[config.mk]
export PLATFORM = sky130hd
export DESIGN_NAME = grla_walk
export DESIGN_NICKNAME = d
export VERILOG_FILES = /design/src/design/grla_pkg.sv /design/src/design/grla_walk.sv
export SDC_FILE = /design/constraint.sdc
export NUM_CORES = 1
export LEC_CHECK = 0
export BUFFER_PORTS_ARGS = -buffer_cell sky130_fd_sc_hd__buf_2
export CORE_ASPECT_RATIO = 1.4
export CORE_MARGIN = 10
export CORE_UTILIZATION = 60
export DETAILED_ROUTE_END_ITERATION = 10
export MAX_ROUTING_LAYER = met4
export PLACE_DENSITY = 0.8
export SLEW_MARGIN = 20
export SYNTH_ARGS = -nofsm -noshare
export SYNTH_HDL_FRONTEND = slang
export SYNTH_SLANG_ARGS = --single-unit
[constraint.sdc]
create_clock -name clock -period 9.8 [get_ports clock]
set_input_delay 0.98 -clock clock [delete_from_list [all_inputs] [get_ports clock]]
set_output_delay 0.98 -clock clock [all_outputs]
set_load 0.005 [all_outputs]
[src/design/grla_pkg.sv]
// Shared types and constants for the grid ray light attenuation block.
package grla_pkg;

   localparam int CoordW  = 8;
   localparam int TileW   = 6;
   localparam int IntenW  = 6;
   localparam int LevelW  = 6;
   localparam int TenthsW = 12;
   localparam int CsrW    = 10;

   localparam logic [LevelW-1:0] LevelMax = 6'd50;

   // reset values of the cost registers, in tenths
   localparam logic [9:0] SolidCostRst    = 10'd200;
   localparam logic [7:0] StraightCostRst = 8'd10;
   localparam logic [7:0] DiagCostRst     = 8'd14;
   localparam logic [9:0] EntryBonusRst   = 10'd100;

   typedef logic signed [TenthsW-1:0] tenths_type;

   typedef enum logic [1:0] {
      CSR_SOLID_COST    = 2'd0,
      CSR_STRAIGHT_COST = 2'd1,
      CSR_DIAG_COST     = 2'd2,
      CSR_ENTRY_BONUS   = 2'd3
   } csr_index_type;

   typedef enum logic {
      ACT_WRITE = 1'b0,
      ACT_TRACE = 1'b1
   } action_type;

   // flags of the line point whose tile is being looked up
   typedef struct packed {
      logic in_map;
      logic at_end;
      logic diag;
   } walk_point_type;

endpackage

[src/design/grla_walk.sv]
// Bresenham line stepper: holds the current point and forms its tile address.
module grla_walk import grla_pkg::*; #(
   parameter int  MAP_TILES_X = 64,
   parameter int  MAP_TILES_Y = 64,
   parameter int  TILE_SIZE   = 4,
   localparam int AddrW       = $clog2(MAP_TILES_X * MAP_TILES_Y)
) (
   input  logic              clock,
   input  logic              load,
   input  logic              advance,
   input  logic [CoordW-1:0] start_x,
   input  logic [CoordW-1:0] start_y,
   input  logic [CoordW-1:0] end_x,
   input  logic [CoordW-1:0] end_y,
   output logic [AddrW-1:0]  point_addr,
   output walk_point_type    point
);

   // reciprocal of the tile size, rounded up; exact for 8-bit coordinates
   localparam int Recip = (65536 + TILE_SIZE - 1) / TILE_SIZE;
   localparam int ProdW = CoordW + 17;

   logic [CoordW-1:0] x_ff, y_ff, x1_ff, y1_ff, dx_ff, dy_ff;
   logic              sx_neg_ff, sy_neg_ff;
   logic signed [10:0] err_ff;

   logic [CoordW-1:0]  dx_ld, dy_ld;
   logic signed [10:0] err_ld;
   logic signed [11:0] e2;
   logic               mx, my, at_end;
   logic signed [10:0] err_step;
   logic [CoordW-1:0]  x_step, y_step;
   logic [ProdW-1:0]   qx, qy;
   logic [CoordW-1:0]  tx, ty;

   assign dx_ld  = (end_x >= start_x) ? end_x - start_x : start_x - end_x;
   assign dy_ld  = (end_y >= start_y) ? end_y - start_y : start_y - end_y;
   assign err_ld = $signed({3'b000, dx_ld}) - $signed({3'b000, dy_ld});

   assign e2 = {err_ff, 1'b0};
   assign my = e2 < $signed({4'b0000, dx_ff});
   assign mx = e2 > -$signed({4'b0000, dy_ff});

   assign err_step = err_ff + (my ? $signed({3'b000, dx_ff}) : 11'sd0)
                            - (mx ? $signed({3'b000, dy_ff}) : 11'sd0);
   assign x_step = mx ? (sx_neg_ff ? x_ff - 8'd1 : x_ff + 8'd1) : x_ff;
   assign y_step = my ? (sy_neg_ff ? y_ff - 8'd1 : y_ff + 8'd1) : y_ff;

   assign at_end = (x_ff == x1_ff) && (y_ff == y1_ff);

   always_ff @(posedge clock) begin
      if (load) begin
         x_ff      <= start_x;
         y_ff      <= start_y;
         x1_ff     <= end_x;
         y1_ff     <= end_y;
         dx_ff     <= dx_ld;
         dy_ff     <= dy_ld;
         sx_neg_ff <= !(start_x < end_x);
         sy_neg_ff <= !(start_y < end_y);
         err_ff    <= err_ld;
      end else if (advance && !at_end) begin
         x_ff   <= x_step;
         y_ff   <= y_step;
         err_ff <= err_step;
      end
   end

   // point to tile: multiply by the reciprocal, keep the whole part
   assign qx = ProdW'(x_ff) * ProdW'(Recip);
   assign qy = ProdW'(y_ff) * ProdW'(Recip);
   assign tx = qx[CoordW+15:16];
   assign ty = qy[CoordW+15:16];

   assign point_addr = AddrW'(32'(ty) * 32'(MAP_TILES_X) + 32'(tx));

   assign point.in_map = (11'(tx) < 11'(MAP_TILES_X)) && (11'(ty) < 11'(MAP_TILES_Y));
   assign point.at_end = at_end;
   assign point.diag   = mx && my;

endmodule

Yosys cells after proc, flatten, opt, wreduce, memory -nomap -nowiden
Index checks and enable logic that the tools add are counted.
Word-level totals
  bits in registers: 61
  bits of input ports: 35
  output and inout port bits: 15
Operators by class
  add/subtract/negate cells: 13
  $lt $le $gt $ge: 8
  equality and inequality tests: 2
  muxes and demuxes: 14
  reductions and logical operators: 12
Operators by type and width (count)
  $mux 8: 12
  $sub 8x8->8: 4
  $mux 11: 2
  $add 8x1->8 const B: 2
  $eq 8x8->1: 2
  $ge 8x8->1: 2
  $lt 8x8->1: 2
  $sub 8x1->8 const B: 2
  $lt 6x7->1 const B: 2
  $add 12x6->12: 1
  $gt 12x12->1: 1
  $lt 12x9->1: 1
  $neg 8->12: 1
  $add 11x9->11: 1
  $sub 11x9->11: 1
  $sub 8x8->9: 1
  $reduce_bool 2->1: 3
  $logic_and 1x1->1: 4
  $reduce_and 2->1: 2
  $logic_not 1->1: 3

Logic depth before layout (Yosys ltp)
Gate-level depths: netlist (run 1).
  depth after elaboration: 6
  gate-level depth with buffers: 21
  depth with buffers taken out: 21

Worst setup path after synthesis (run 1)
No wires, ideal clock.
  path kind: register to register
  start point: register dy_ff[3]
  end point: register err_ff[10] (data pin)
  arrival: 4707 ps
  data required time: 9532 ps
  slack: 4825 ps
  stages on the path, launching flop included: 19
  buffers on the path: 0
  period minus slack after synthesis: 4975 ps
  cells stage by stage: edfxtp_1 -> or4_1 -> nor2_1 -> nand2_1 -> nor2_1 -> ha_1 -> a21o_1 -> a2111oi_0 -> a221oi_1 -> and2_1 -> fa_1 -> inv_1 -> fa_1 -> a211oi_1 -> o21ai_0 -> a2111o_1 -> a31oi_1 -> xnor2_1 -> o21ai_0
Between the ends
  cells in the longest elaborated chain, start to end: 6
Ends and longest elaborated chain
  from (decl): line grla_walk.sv:23  | logic [CoordW-1:0] x_ff, y_ff, x1_ff, y1_ff, dx_ff, dy_ff;
  from (signal assigned): line grla_walk.sv:58  | dy_ff <= dy_ld;
  $neg 8->12: line grla_walk.sv:42  | assign mx = e2 > -$signed({4'b0000, dy_ff});
  $gt 12x12->1: line grla_walk.sv:42
  $mux 8 (*): line grla_walk.sv:45  | - (mx ? $signed({3'b000, dy_ff}) : 11'sd0);
  $sub 11x9->11 (*): line grla_walk.sv:45
  $mux 11 (*): line grla_walk.sv:62  | end else if (advance && !at_end) begin
  $mux 11 (*): line grla_walk.sv:52  | if (load) begin
  to (signal assigned): line grla_walk.sv:61  | err_ff <= err_ld;
  to (signal assigned): line grla_walk.sv:65  | err_ff <= err_step;
  to (decl): line grla_walk.sv:25  | logic signed [10:0] err_ff;
Every way passes the cells marked *; elsewhere a longest branch is shown, timed or not. The select of a mux whose other input is x is not followed.
A chain may end at the register's enable or synchronous reset.

Worst setup path in the final report (run 1)
Same ends and word-level chain as after synthesis.

==> run metrics, run 1 <==
Die Wd 105 µm; die area 14,700 µm²; WP data required 9.85 ns; root buffer cell clkbuf_16; routed via count 4,803; YS warnings 0; run status finished clean; slowest CP cell or4_1; Final ANT Viol Nets 0; residual DRC count 0; internal cell power 1.12 mW; CP delay by family, top compound AO/OA/AOI/OAI gates; Post-CTS Setup Repair Bufs 0; HP Class reg -> reg; CP max stage delay 0.60 ns; post-synthesis register bit count 61; Slew @ Worst Pin 1.07 ns; # fillers 807; Sw Share 43.5%; CP Buf/Inv Count 1; hpwl dp 11,400 µm; IO buf count 48; Sink Count 61; post-synth top area share 29.9%; TritonCTS clock tree built; Worst Skew 0.00582 ns; # rows 43; crit end category register; Final nets 825; Async SR Flop Fraction 0%; Max Clk Rate 0.174 GHz; number of synthesized flops with an enable pin 61; number of endpoints failing setup at the final stage 0; Post-Syn Instances 659; fin crit share 58.6%; hold_buf cts 0; Final min period 5.75 ns; die height 140 µm; CTS buffer count 9; Netlist Area Pre-Place 6130 µm²; register area share after synthesis 29.9%; Startpoint Class register; part of the power in registers 23.5%; first-pass GRT wire length 23,500 µm; critical path class reg -> reg; top-count cell post-synth inv_1; clk_lat worst skew 0.33 ns; syn avg cell area 9.30 µm²; final WL 14,200 µm; via/cell ratio 5.77; clock transition at the registers of the reported paths 0.05 ns; final hold slack 0.679 ns; Area Growth Syn to Fin 8.57%; Slew Limit Fails 0; final hold vios 0; Area contributors post-synth edfxtp_1 (30%), ha_1 (17%), inv_1 (6.0%), xor2_1 (5.6%), fa_1 (4.9%); # H-tree levels 3; post-CTS sizing 0; Synth Net Count 791; PD cells 299 nW/µm²; Ports 50; routability cong. 0.931; core area 9950 µm²; Critical Path AT 5.79 ns; Overflow after GRT 0; Clock power frac 15.4%; P_leak 3.13 nW; area leader, netlist edfxtp_1; initial core utilization 61.6%; post-place setup slack 4.07 ns; initial drt markers 221; Final WS setup 4.05 ns; ANT cells 0; max-cap violation count 0; First-pass DRT Iterations 6; Cell variety after synth 65; worst vdd rail ir drop 126 µV; setup TNS 0 ns; layout cells sized above 1 10.9%; clock buffer depth 2; r2r setup slk 4.05 ns; relative slew slack 29.0%; reported net switching power 0.864 mW; total global-route track usage 20.0%; Commonest cells post-synth inv_1 (98), ha_1 (82), edfxtp_1 (61), o21ai_0 (46), nand2_1 (40); critical path fanouts, max 10; vias in the first global route 5,046; WL per Instance 17.0 µm; RSZ-0062 raised after global routing no; Gate power share 61.1%; initial antenna violation count 0; largest net degree at the start of global routing 73; worst-path cell chain or4_1 > nor2_1 > nand2_1 > nor2_1 > ha_1 > a21o_1 > a2111oi_0 > a221oi_1 > and2_1 > fa_1 > inv_1 > fa_1 > a211oi_1 > o21ai_0 > a2111o_1 > a31oi_1 > xnor2_1 > o21ai_0; commonest register cell after synthesis edfxtp_1
## flip-flops by register name, summed over array words and instances, names as in the netlist
signal     count
err_ff        11
sy_neg_ff      1
y_ff           8
dy_ff          8
sx_neg_ff      1
y1_ff          8
x1_ff          8
x_ff           8
dx_ff          8
## layer usage
metal	part of all wire (%)	vias to the layer above	global-route usage, %
met4	3.3	0	9.71
met3	4.4	31	3.10
met5	0	-	-
met1	40	2275	21.7
met2	52	143	34.8
li1	-	2354	-
## power groups by stage
stage	logic, mW	clock network [mW]	registers (mW)
4_1_cts	1.22	0.309	0.468
2_1_floorplan	0.954	0	0.447
3_3_place_gp	1.15	0	0.470
6_report	1.21	0.306	0.468
5_1_grt	1.38	0.321	0.479
3_5_place_dp	1.20	0	0.473
## cell families after synthesis
family / after synthesis / share of synthesized area, %
compound gates: 155 / 16.6
simple gates: 147 / 11.9
buf+inv: 126 / 9.06
fa+ha+maj: 97 / 21.6
flops: 61 / 29.9
xor+xnor: 59 / 8.43
mux: 13 / 2.35
other cells: 1 / 0.0612
## layout make-up
cell class / instances / area (µm²) / share of cell area (%)
clock inverters: 7 / 56.3 / 0.846
clock buffers: 9 / 225 / 3.38
flip-flops and latches: 61 / 1830 / 27.5
repair buffers: 51 / 263 / 3.95
well taps: 135 / 169 / 2.54
multi-input cells: 472 / 3740 / 56.2
inverters: 98 / 368 / 5.53
## final timing paths
kind / endpoint / cells after the start / start
max: err_ff[10] / 18 / dy_ff[3]
min: x_ff[0] / 1 / x_ff[0]
max reg2reg: err_ff[10] / 18 / dy_ff[3]
min reg2reg: x_ff[0] / 1 / x_ff[0]
## layout by cell type, fill, tap and decap left out, types with 8 or more instances in the layout
master     Yosys  layout
a21o_1        17      17
a211oi_1       8       8
and2_1        13      13
nor2b_1        8       8
inv_1         98      98
buf_2          2      48
nand2_1       40      40
clkbuf_16      0       9
fa_1          15      15
a21oi_1       33      33
xor2_1        39      39
xnor2_1       20      20
o21ai_0       46      46
mux2i_1        8       8
edfxtp_1      61      61
nor3_1        11      11
nor2_1        38      38
ha_1          82      82
## worst register-to-register path, delay by kind of cell (launching register included)
family	cells	cell delay (ns)
xor+xnor	1	0.15
fa+ha+maj	3	1.26
flops	1	0.44
simple gates	5	1.23
buf+inv	1	0.08
compound gates	8	2.32
## per-stage QoR
| stage | power, mW | cell area [µm²] | std cells | util, % |
|---|---|---|---|---|
| floorplan | 1.40 | 6130 | 659 | - |
| global placement | 1.62 | 6370 | 817 | 64.0 |
| detailed placement | 1.68 | 6370 | 817 | 64.0 |
| CTS | 1.99 | 6650 | 833 | 66.9 |
| global route | 2.18 | 6650 | 833 | 66.9 |
| finish | 1.99 | 6650 | 833 | 66.9 |
(Power assumes the default switching activity.)
==> run 2, diff against run 1 <==
- ABC_AREA: not set -> 1
- clock period: 9.8 -> 5.8 ns (I/O delays scaled with it)
==> run metrics, run 2 <==
Commonest cells post-synth nand2_1 (196), inv_1 (163), ha_1 (82), edfxtp_1 (61), nor2_1 (54); RSZ-0062 raised after global routing no; # placed instances 1,011 (+24%); Die Wd 107 µm (+1.9%); post-place setup slack 1.59 ns (-2.49 ns); CTS buffer count 9 (unchanged); P_leak 3.68 nW (+18%); register area share after synthesis 28.6% (-1.3 points); worst vdd rail ir drop 243 µV (+93%); commonest register cell after synthesis edfxtp_1; initial core utilization 61.6% (about the same); Synth Net Count 977 (+24%); max-cap violation count 0 (unchanged); first-pass GRT wire length 25,500 µm (+8.5%); Final WS setup 1.53 ns (-2.52 ns); Post-Syn Instances 845 (+28%); Worst Skew 0.00629 ns (+0.000470 ns); final WL 15,300 µm (+7.8%); Layout Utilization 66.8% (about the same); fin crit share 73.6% (+15 points); routed via count 5,481 (+14%); clock buffer depth 2 (unchanged); most frequent cells in the layout nand2_1 (196), inv_1 (163), ha_1 (82); number of endpoints failing setup at the final stage 0 (unchanged); Max Clk Rate 0.234 GHz (+35%); YS warnings 0 (unchanged); run status complete, but fails checks; WL per Instance 14.9 µm (-13%); Startpoint Class register; TritonCTS clock tree built; commonest non-fill, non-tap cell in the layout nand2_1; Post-CTS Setup Repair Bufs 0 (unchanged); post-CTS sizing 0 (unchanged); First-pass DRT Iterations 11 (+5); clock transition at the registers of the reported paths 0.05 ns (about the same); syn avg cell area 7.59 µm² (-18%); initial antenna violation count 0 (unchanged); root buffer cell clkbuf_16; WP data required 5.86 ns (-3.99 ns); layout cells sized above 1 8.89% (-2.0 points); Async SR Flop Fraction 0% (unchanged); critical path fanouts, max 10 (unchanged); Ports 50 (unchanged); routability cong. 0.948 (+1.8%); HP Class in -> reg; Slew @ Worst Pin 0.895 ns (-0.170 ns); # rows 44 (+2.3%); residual DRC count 1 (+1); initial drt markers 244 (+10%); hold_buf cts 0 (unchanged); Crit. Startpoint dy_ff[0]; Non-Filler Instances 1,027 (+23%); relative slew slack 40.2% (+11 points); largest register by flop count err_ff; Area contributors post-synth edfxtp_1 (29%), ha_1 (16%), nand2_1 (11%), inv_1 (9.5%), xor2_1 (6.1%); number of synthesized flops with an enable pin 61 (unchanged); # H-tree levels 3 (unchanged); area leader, netlist edfxtp_1; critical path class reg -> reg; Critical Path AT 4.32 ns (-1.47 ns); Final ANT Viol Nets 0 (unchanged); core area 10,400 µm² (+4.5%); clk_lat worst skew 0.34 ns (about the same); r2r startpoint dy_ff[0]; total global-route track usage 21.2% (+1.1 points); Final min period 4.27 ns (-1.48 ns); capturing point of the worst reg2reg path err_ff[8]; max reg flops 11 (unchanged); crit end category register; Final nets 1,016 (+23%); final hold vios 0 (unchanged); Area Growth Syn to Fin 8.45%; top-count cell post-synth nand2_1; die area 15,300 µm² (+3.9%); Netlist Area Pre-Place 6410 µm² (+4.6%); Sink Count 61 (unchanged); FF-to-FF path depth 25 (+7); post-synth top area share 28.6% (-1.3 points); ANT cells 0 (unchanged); setup TNS 0 ns (unchanged); failing checks design-rule violations; r2r setup slk 1.53 ns (-2.52 ns); IO buf count 48 (unchanged); Slew Limit Fails 0 (unchanged); post-synthesis register bit count 61 (unchanged); vias in the first global route 5,597 (+11%); Overflow after GRT 0 (unchanged); CP endpoint err_ff[8]; PD cells 477 nW/µm² (+60%); die height 142 µm (+2.0%); hpwl dp 12,500 µm (+9.1%); Cell variety after synth 35 (-46%); # fillers 910 (+13%); largest net degree at the start of global routing 60 (-18%); Final Power 3.32 mW (+67%); via/cell ratio 5.34 (-7.4%)
run 2: changes by cell type after synthesis, moves of 9 or more:
| cell | delta |
|---|---|
| a21o_1 | -13 |
| a21oi_1 | +18 |
| and2_1 | -13 |
| inv_1 | +65 |
| nand2_1 | +156 |
| nand3_1 | +33 |
| nand4_1 | +9 |
| nor2_1 | +16 |
| xnor2_1 | -15 |
run 2: metal layers:
layer	vias to the layer above	part of all wire, %	routed length, µm	GRT usage [%]
li1	2800	-	-	-
met4	0	3.5	533	9.52
met1	2529	41	6250	23.2
met3	29	3.4	521	2.77
met2	123	52	7960	37.3
met5	-	0	0	-
run 2: how the worst min path moves through the flow:
stage / start / to / slack, ns / depth (start not counted)
floorplan: y_ff[0] / y_ff[0] / 0.63 / 1
global placement: y_ff[0] / y_ff[0] / 0.68 / 1
detailed placement: y_ff[0] / y_ff[0] / 0.68 / 1
CTS: end_y[5] / y1_ff[5] / 0.45 / 1
global route: end_y[5] / y1_ff[5] / 0.45 / 1
finish: end_x[3] / x1_ff[3] / 0.45 / 1
run 2: logic make-up (layout without fill, tap and decap cells):
family                     count (synthesis)  after routing  synth area share, %
and+or+nand+nor                          314            314                 20.2
buffers and inverters                    190            234                 12.0
AOI/OAI and AO/OA                        132            132                 11.6
adders and majority gates                 97             97                 20.7
DFF                                       61             61                 28.6
xor gates and xnor gates                  50             50                 6.83
other                                      1              1               0.0585
run 2: area by class of cell:
cell class | count | area, µm² | share of cell area, %
multi-input combinational | 594 | 3810 | 54.8
sequential | 61 | 1830 | 26.3
inverter | 169 | 634 | 9.12
timing repair buffer | 49 | 248 | 3.56
clock buffer | 9 | 225 | 3.24
tap | 138 | 173 | 2.48
clock inverter | 7 | 32.5 | 0.468
run 2: power by group:
group	total (mW)	internal, mW	switching (mW)	leakage (nW)
Sequential	0.783	0.663	0.120	0.608
Combinational	2.07	0.789	1.28	2.94
Clock	0.468	0.281	0.187	0.134
Total	3.32	1.73	1.59	3.68
run 2: critical path, stage by stage (launching register included):
cell      delay (ns)
edfxtp_1        0.39
inv_1           0.13
ha_1            0.20
nand2_1         0.10
nor3_1          0.25
nand2_1         0.12
nor2_1          0.11
ha_1            0.23
nand2_1         0.08
inv_1           0.04
nand2_1         0.08
nor2_1          0.06
nand2_1         0.09
nand3_1         0.07
nand2_1         0.08
nand3_2         0.18
nor2_1          0.21
fa_1            0.45
inv_1           0.07
ha_1            0.28
a21oi_1         0.23
nand2_1         0.14
nand2_1         0.10
nand2_1         0.08
xor2_1          0.14
o21ai_0         0.08
run 2: stage by stage:
step	hold slack [ns]	instance area (µm²)
after floorplan	0.630	6410
after global placement	0.680	6700
after detailed placement	0.683	6700
after CTS	0.455	6950
after global routing	0.453	6950
final	0.453	6950
==> run 3, diff against run 2 <==
- clock period: 5.8 -> 4.5 ns (I/O delays scaled with it)
==> run metrics, run 3 (synthesis gave the netlist of run 2 again) <==
metal3 WL 498 µm (-4.4%); WHS Endpoint x1_ff[6]; via/cell ratio 5.33 (-0.19%); P_leak 3.69 nW (+0.14%); TritonCTS clock tree built; worst vdd rail ir drop 274 µV (+13%); part of the power in registers 23.4% (-0.2 points); clock buffer depth 2 (unchanged); Slew @ Worst Pin 0.864 ns (-0.0310 ns); vias in the first global route 5,544 (-0.95%); clk_lat worst skew 0.33 ns (about the same); core area 10,400 µm² (unchanged); max reg flops 11 (unchanged); crit end category register; Final ANT Viol Nets 0 (unchanged); hpwl dp 12,100 µm (-3.0%); Final nets 1,017 (+0.098%); Final min period 4.10 ns (-0.166 ns); Worst Skew 0.00725 ns (+0.000967 ns); WL per Instance 14.4 µm (-3.4%); number of endpoints failing setup at the final stage 0 (unchanged); routed via count 5,465 (-0.29%); Final Power 4.29 mW (+29%); Area Growth Syn to Fin 8.94%; PD cells 615 nW/µm² (+29%); setup TNS 0 ns (unchanged); initial drt markers 267 (+9.4%); internal cell power 2.29 mW (+32%); # rows 44 (unchanged); die area 15,300 µm² (unchanged); Die Wd 107 µm (unchanged); WP data required 4.59 ns (-1.27 ns); capturing point of the worst reg2reg path err_ff[6]; Overflow after GRT 0 (unchanged); fin crit share 91.1% (+18 points); root buffer cell clkbuf_16; # fillers 886 (-2.6%); clock transition at the registers of the reported paths 0.05 ns (about the same); initial antenna violation count 0 (unchanged); r2r setup slk 0.40 ns (-1.13 ns); Max Clk Rate 0.244 GHz (+4.0%); initial core utilization 61.6% (unchanged); ANT cells 0 (unchanged); FF+latch area 1830 µm² (unchanged); Slew Limit Fails 0 (unchanged); reported net switching power 2.01 mW (+26%); Hold Path Stages 1 (unchanged); first-pass GRT wire length 25,000 µm (-1.8%); Critical Path AT 4.19 ns (-0.13 ns); Sw Share 46.7% (-1.1 points); relative slew slack 42.3% (+2.1 points); FF-to-FF path depth 25 (unchanged); Ports 50 (unchanged); layout cells sized above 1 9.01% (+0.12 points); final WL 14,700 µm (-3.5%); die height 142 µm (unchanged); residual DRC count 0 (-1); max-cap violation count 0 (unchanged); First-pass DRT Iterations 5 (-6); Sink Count 61 (unchanged); met2 WL post-DR 7490 µm (-6.0%); run status finished clean; IO buf count 48 (unchanged); critical path class reg -> reg; largest register by flop count err_ff; largest net degree at the start of global routing 47 (-22%); multi-input logic area 3820 µm² (+0.26%); Gate power share 61.5% (-0.8 points); highest routed metal layer met4; critical path fanouts, max 10 (unchanged); CTS buffer count 9 (unchanged); met1 WL 6130 µm (-2.0%); total global-route track usage 20.7% (-0.52 points); worst hold start end_x[6]; routability cong. 0.997 (+5.2%); Startpoint Class register; commonest non-fill, non-tap cell in the layout nand2_1; # H-tree levels 3 (unchanged); most frequent cells in the layout nand2_1 (196), inv_1 (163), ha_1 (82); final hold vios 0 (unchanged); Clock power frac 15.1% (+1.0 points); HP Class in -> reg; r2r startpoint dy_ff[0]
==> run 3: cell count changes in the layout (fill, tap and decap cells not counted), moves of 2 or more <==
cell,change
nor2_2,+2
clkbuf_1,+2
nor2_1,-2
clkinv_2,-4
==> run 3: area by class of cell <==
class / count / share of cell area [%]
clock inverter: 3 / 0.555
multi-input combinational: 594 / 54.7
timing repair buffer: 50 / 3.65
sequential: 61 / 26.2
tap: 138 / 2.47
inverter: 169 / 9.08
clock buffer: 11 / 3.33
==> run 3: how the worst max path moves through the flow <==
stage                     startpoint         end  cells past startpoint
after global placement      dy_ff[0]   err_ff[6]                     25
after CTS                   dy_ff[0]   err_ff[9]                     25
final                       dy_ff[0]   err_ff[6]                     25
after detailed placement    dy_ff[0]   err_ff[8]                     24
after floorplan             dy_ff[0]   err_ff[8]                     24
after global routing        dy_ff[0]  err_ff[10]                     25
==> run 3: per-stage QoR <==
| stage | hold WS (ns) | setup slack, ns | std cells | instance area [µm²] | utilization, % |
|---|---|---|---|---|---|
| 2_1_floorplan | 0.549 | 0.793 | 845 | 6410 | - |
| 3_3_place_gp | 0.662 | 0.482 | 1012 | 6700 | 64.4 |
| 3_5_place_dp | 0.661 | 0.360 | 1012 | 6700 | 64.4 |
| 4_1_cts | 0.321 | 0.348 | 1026 | 6980 | 67.0 |
| 5_1_grt | 0.322 | -0.0271 | 1026 | 6990 | 67.1 |
| 6_report | 0.325 | 0.399 | 1026 | 6990 | 67.1 |
==> run 3: repair_timing <==
action                     in CTS  in global routing
hold endpoints to repair        0                  0
buffers inserted                0                  0
hold buffers                    0                  0
gates resized for setup         0                  3
setup endpoints to repair       0                  7
==> run 3: power groups by stage <==
stage,Sequential [mW],Clock [mW],Combinational (mW)
6_report,1.01,0.647,2.64
5_1_grt,1.02,0.685,3.08
4_1_cts,1.00,0.654,2.63
3_5_place_dp,1.01,0,2.61
3_3_place_gp,1.01,0,2.55
2_1_floorplan,0.948,0,2.07
==> run 3: critical path, cell delays in order, from the launching register on <==
cell	delay, ns
edfxtp_1	0.41
inv_1	0.12
ha_1	0.19
nand2_1	0.10
nor3_2	0.16
nand2_1	0.10
nor2_1	0.11
ha_1	0.23
nand2_1	0.08
inv_1	0.04
nand2_1	0.07
nor2_1	0.06
nand2_1	0.08
nand3_1	0.07
nand2_1	0.07
nand3_2	0.21
nor2_1	0.22
fa_1	0.43
inv_1	0.07
ha_1	0.28
a21oi_1	0.23
o21ai_0	0.17
a21oi_1	0.17
xor2_1	0.08
nand2_1	0.06
nand2_1	0.05
==> run 3: per-layer routing <==
metal / GRT usage [%] / up-vias
li1: - / 2793
met1: 23.0 / 2495
met2: 35.5 / 138
met3: 2.72 / 39
met4: 10.1 / 0
met5: - / -
